==> src/rtl/core/rcf_div.sv <==
`timescale 1ns / 1ps
// ----------------------------------------------------------------------------
// rcf_div
// Pipelined restoring divider, one quotient bit per stage, padded to LAT.
// ----------------------------------------------------------------------------
module rcf_div #(
  parameter int DW  = 23,
  parameter int QW  = 16,
  parameter int LAT = 16
) (
  input  logic             clk,
  input  logic             en,
  input  logic [DW+QW-1:0] num,
  input  logic [DW-1:0]    den,
  output logic [QW-1:0]    quo
);

  localparam int RW = DW + QW;

  logic [RW-1:0] rem_r [LAT];
  logic [DW-1:0] den_r [LAT];
  logic [QW-1:0] quo_r [LAT];

  for (genvar k = 0; k < LAT; k++) begin : g_stage
    logic [RW-1:0] rem_in;
    logic [DW-1:0] den_in;
    logic [QW-1:0] quo_in;
    logic [RW-1:0] rem_nxt;
    logic [QW-1:0] quo_nxt;

    if (k == 0) begin : g_first
      assign rem_in = num;
      assign den_in = den;
      assign quo_in = '0;
    end else begin : g_next
      assign rem_in = rem_r[k-1];
      assign den_in = den_r[k-1];
      assign quo_in = quo_r[k-1];
    end

    if (k < QW) begin : g_step
      localparam int B = QW - 1 - k;
      logic [RW-1:0] dsh;
      assign dsh = RW'(den_in) << B;
      always_comb begin
        rem_nxt = rem_in;
        quo_nxt = quo_in;
        if (rem_in >= dsh) begin
          rem_nxt  = rem_in - dsh;
          quo_nxt[B] = 1'b1;
        end
      end
    end else begin : g_pad
      assign rem_nxt = rem_in;
      assign quo_nxt = quo_in;
    end

    always_ff @(posedge clk) begin
      if (en) begin
        rem_r[k] <= rem_nxt;
        den_r[k] <= den_in;
        quo_r[k] <= quo_nxt;
      end
    end
  end

  assign quo = quo_r[LAT-1];

endmodule
==> config.mk <==
export PLATFORM = sky130hd
export DESIGN_NAME = rcf_div
export DESIGN_NICKNAME = d
export VERILOG_FILES = /design/src/rtl/core/rcf_div.sv
export SDC_FILE = /design/constraint.sdc
export NUM_CORES = 2
export LEC_CHECK = 0
export BUFFER_PORTS_ARGS = -buffer_cell sky130_fd_sc_hd__buf_2
export CORE_MARGIN = 8
export CORE_UTILIZATION = 31
export CTS_CLUSTER_DIAMETER = 60
export DETAILED_ROUTE_END_ITERATION = 16
export GPL_TIMING_DRIVEN = 0
export PLACE_DENSITY_LB_ADDON = 0.08
export SLEW_MARGIN = 5
export SYNTH_ARGS = -nofsm -noshare
export SYNTH_HDL_FRONTEND = slang
export SYNTH_SLANG_ARGS = --single-unit
==> constraint.sdc <==
create_clock -name clk -period 4.3 [get_ports clk]
set_input_delay 0.43 -clock clk [delete_from_list [all_inputs] [get_ports clk]]
set_output_delay 0.43 -clock clk [all_outputs]
set_load 0.01 [all_outputs]
==> load_flow_metrics.sql <==
INSERT INTO impl_metrics (metric_group, metric, value, unit) VALUES
('run_status', 'outcome', 'finished, final reports clean', ''),
('sta', 'min_period_over_period', '97.79', '%'),
('sta', 'hold_ws', '0.3721', 'ns'),
('routing', 'remaining_drc_errors', '0', ''),
('routing', 'wire_per_inst', '20.15', 'um'),
('floorplan', 'dieHeight', '447.9', 'um'),
('final_layout', 'nets', '5775', ''),
('synthesis', 'combinational_family_with_the_most_area_after_synthesis', 'compound AO/OA/AOI/OAI gates', ''),
('sta', 'slew_headroom', '22.00', '%'),
('final_layout', 'layout-area-overhead-vs-synth', '15.98', '%'),
('synthesis', 'synth.yosys.seq_area_share', '55.35', '%'),
('floorplan', 'die_x', '447.9', 'um'),
('routing', 'dr_total_vias', '38872', ''),
('cts', 'ctsHtreeMaxLevel', '4', ''),
('placed_design', 'place_hpwl', '124600', 'um'),
('synthesis', 'synth.area.top_cells', 'sky130_fd_sc_hd__edfxtp_1 (55%), sky130_fd_sc_hd__ha_1 (8.0%), sky130_fd_sc_hd__xnor2_1 (3.2%)', ''),
('critical_path', 'critPathCaptureType', 'register', ''),
('sta', 'report.final.setup_viol', '0', ''),
('placed_design', 'placedInstanceArea', '61540', 'um2'),
('synthesis', 'syn-num-nets', '5481', ''),
('grt', 'grt_start_max_net_pins', '172', ''),
('placed_design', 'pre_cts_ws', '-0.4678', 'ns'),
('synthesis', 'synthDominantAreaCellType', 'sky130_fd_sc_hd__edfxtp_1', ''),
('sta', 'rsz0062_at_grt', 'false', ''),
('grt', 'grt.total_usage', '15.61', '%'),
('critical_path', 'required', '4.80', 'ns'),
('synthesis', 'synthesis.yosys.warnings', '0', ''),
('cts', 'tritoncts', 'yes', ''),
('synthesis', 'synthesis.area', '57830', 'um2'),
('critical_path', 'setup.worst_path.class', 'register to register', ''),
('final_layout', 'final_layout_size_suffix_gt1_share', '8.640', '%'),
('grt', 'antenna_found_initial', '6', ''),
('sta', 'setup_tns', '0', 'ns'),
('sta', 'final.min_clock_period', '4.205', 'ns'),
('cts', 'clk_path_buf_depth', '3', ''),
('final_layout', 'multi_input_comb_area', '23680', 'um2'),
('final_layout', 'area.sequential', '32010', 'um2'),
('final_layout', 'fin_area', '67070', 'um2'),
('synthesis', 'synth_top_area_share', '55.35', '%'),
('routing', 'via_per_inst', '4.906', ''),
('synthesis', 'postSynth.topFlopCell', 'sky130_fd_sc_hd__edfxtp_1', ''),
('floorplan', 'count_of_standard_cell_rows', '158', ''),
('power', 'pwr_density_cell', '660.9', 'nW/um2'),
('cts', 'clock_pin_slew_on_the_worst_setup_and_hold_paths', '0.05', 'ns'),
('grt', 'grt_overflow_total', '0', ''),
('final_layout', 'nFillCells', '18424', ''),
('sta', 'tightest_slew', '1.160', 'ns'),
('synthesis', 'synthesis.instances', '5034', ''),
('floorplan', 'floorplan.initialDensity', '31.19', '%'),
('critical_path', 'critical-path-top-cell-by-count', 'sky130_fd_sc_hd__nand2_1', ''),
('routing', 'postRouteWirelength', '159600', 'um'),
('routing', 'detail-route-antenna-nets', '0', ''),
('routing', 'drt_first_iter_violations', '2849', ''),
('placed_design', 'gp_congestion', '0.8889', ''),
('floorplan', 'fp.coreArea', '185400', 'um2'),
('synthesis', 'count_of_flip_flops_with_a_built_in_enable_after_synthesis', '1066', ''),
('grt', 'number_of_global_route_vias_before_repair', '39467', ''),
('routing', 'dr.pass1.iters', '5', ''),
('sta', 'finalClockSkew', '0.04515', 'ns'),
('power', 'total_leakage_power', '25.66', 'nW'),
('synthesis', 'synthAdderAreaFrac', '8.481', '%'),
('min_path', 'hp-class', 'primary input to register', ''),
('cts', 'ctsRootBufferMaster', 'sky130_fd_sc_hd__clkbuf_16', ''),
('grt', 'grt_pass1_wl', '240700', 'um'),
('power', 'ir_worst_vdd', '377.5', 'uV'),
('cts', 'clock_sinks', '1066', ''),
('critical_path', 'max_fo_critical_path', '10', ''),
('critical_path', 'worst_setup_path_start_kind', 'register', ''),
('critical_path', 'cell_at_the_slowest_stage_of_the_critical_path', 'sky130_fd_sc_hd__nor4_2', ''),
('synthesis', 'fraction_of_synthesized_area_in_multiplexers', '1.129', '%'),
('critical_path', 'timing.critical_path.slowest_cell_delay', '0.71', 'ns');
[sequential cells by signal, indices dropped and copies added, names as in the netlist]
name / cells
den_r: 345
quo_r: 136
rem_r: 585
[where the power goes]
part | switching [mW] | internal, mW
Sequential | 1.72 | 14.7
Clock | 4.80 | 7.04
Combinational | 9.46 | 6.60
Total | 16.0 | 28.3
[kinds of logic (layout without fill, tap and decap cells)]
kind of cell               after synthesis  count (layout)
and+or+nand+nor                       1266            1266
DFF                                   1066            1066
muxes                                   57              57
buffers and inverters                  575             981
AOI/OAI and AO/OA                     1303            1303
adders and majority gates              383             383
other                                    0               3
xor gates and xnor gates               384             384
[path summary, 6_finish.rpt]
path                                    start       endpoint  slack, ns  depth (start not counted)
worst max-delay path            rem_r[1][218]  rem_r[1][268]        0.1                         12
worst min register to register   quo_r[1][90]  quo_r[1][106]       0.41                          0
worst min-delay path                   den[9]    den_r[0][9]       0.37                          2
worst max register to register  rem_r[1][218]  rem_r[1][268]        0.1                         12
[cell type report]
class | instances | area share, %
sequential | 1066 | 47.73
multi-input combinational | 3393 | 35.31
clock buffer | 170 | 5.518
tap | 2480 | 4.626
inverter | 471 | 2.636
timing repair buffer | 150 | 1.851
clock inverter | 88 | 1.587
buffer | 102 | 0.7406
antenna | 3 | 0.01119
[worst max-delay path: cells and delay by family (launching register included)]
kind | cells | cell delay (ns)
xor gates and xnor gates | 1 | 0.14
AOI/OAI and AO/OA | 2 | 0.76
adders and majority gates | 1 | 0.29
buffers and inverters | 2 | 0.48
DFF | 1 | 0.40
and+or+nand+nor | 6 | 1.84
[synthesized netlist by cell type (38+ instances only)]
library cell and number:
sky130_fd_sc_hd__ha_1 368, sky130_fd_sc_hd__nor2b_1 58, sky130_fd_sc_hd__xnor2_1 208, sky130_fd_sc_hd__nand2b_1 66, sky130_fd_sc_hd__clkbuf_1 67, sky130_fd_sc_hd__mux2_2 50
sky130_fd_sc_hd__a21oi_1 354, sky130_fd_sc_hd__a31oi_1 41, sky130_fd_sc_hd__nor3_1 96, sky130_fd_sc_hd__nor4_1 53, sky130_fd_sc_hd__nand4_1 56, sky130_fd_sc_hd__xor2_1 176
sky130_fd_sc_hd__a21o_1 168, sky130_fd_sc_hd__nor2_1 286, sky130_fd_sc_hd__nand2_1 381, sky130_fd_sc_hd__inv_1 468, sky130_fd_sc_hd__nand3_1 67, sky130_fd_sc_hd__edfxtp_1 1066
sky130_fd_sc_hd__a211oi_1 38, sky130_fd_sc_hd__o21a_1 75, sky130_fd_sc_hd__o21ai_0 348
[stage by stage]
step	utilization (%)	instances	power (mW)
finish	36.17	7923	44.33
global route	36.17	7920	47.20
CTS	36.12	7919	44.74
detailed placement	33.19	7600	32.48
global placement	33.07	7593	32.91
floorplan	-	5034	27.47
[cells in the final DEF, fill, tap and decap left out, types with 15 or more instances in the layout]
cell type	instances
sky130_fd_sc_hd__nand2b_1	66
sky130_fd_sc_hd__xor2_1	176
sky130_fd_sc_hd__buf_2	95
sky130_fd_sc_hd__ha_1	368
sky130_fd_sc_hd__nand2_1	381
sky130_fd_sc_hd__dlygate4sd3_1	63
sky130_fd_sc_hd__nor3_1	94
sky130_fd_sc_hd__nor2b_1	58
sky130_fd_sc_hd__or2_2	17
sky130_fd_sc_hd__o21a_1	75
sky130_fd_sc_hd__fa_1	15
sky130_fd_sc_hd__xnor2_1	208
sky130_fd_sc_hd__clkbuf_1	85
sky130_fd_sc_hd__mux2_2	50
sky130_fd_sc_hd__clkinv_1	30
sky130_fd_sc_hd__or3_1	33
sky130_fd_sc_hd__and3_1	31
sky130_fd_sc_hd__inv_1	468
sky130_fd_sc_hd__nand4_1	56
sky130_fd_sc_hd__a21o_1	167
sky130_fd_sc_hd__edfxtp_1	1066
sky130_fd_sc_hd__nand3_1	67
sky130_fd_sc_hd__or4_1	23
sky130_fd_sc_hd__o21bai_1	35
sky130_fd_sc_hd__a31oi_1	40
sky130_fd_sc_hd__o211ai_1	28
sky130_fd_sc_hd__o21ai_0	346
sky130_fd_sc_hd__nor4_1	49
sky130_fd_sc_hd__clkbuf_16	144
sky130_fd_sc_hd__a211oi_1	37
sky130_fd_sc_hd__and2_1	17
sky130_fd_sc_hd__o31ai_1	29
sky130_fd_sc_hd__nor2_1	286
sky130_fd_sc_hd__o31a_1	23
sky130_fd_sc_hd__a21oi_1	353
[metal layers]
metal  vias up  wire [um]  GRT usage [%]
met1     18634      72410          20.47
met5         -          0              0
met3       260       7495          2.795
met4         0       6035          6.119
met2       746      73670          25.68
li1      19232          -              -
[what timing repair did]
action | in CTS | in global routing
setup endpoints to repair | 86 | 114
resized for setup | 13 | 29
endpoints found under the hold margin | 94 | 0
hold buffers | 63 | 0
pin swaps | 0 | 1
(Power assumes the default switching activity.)
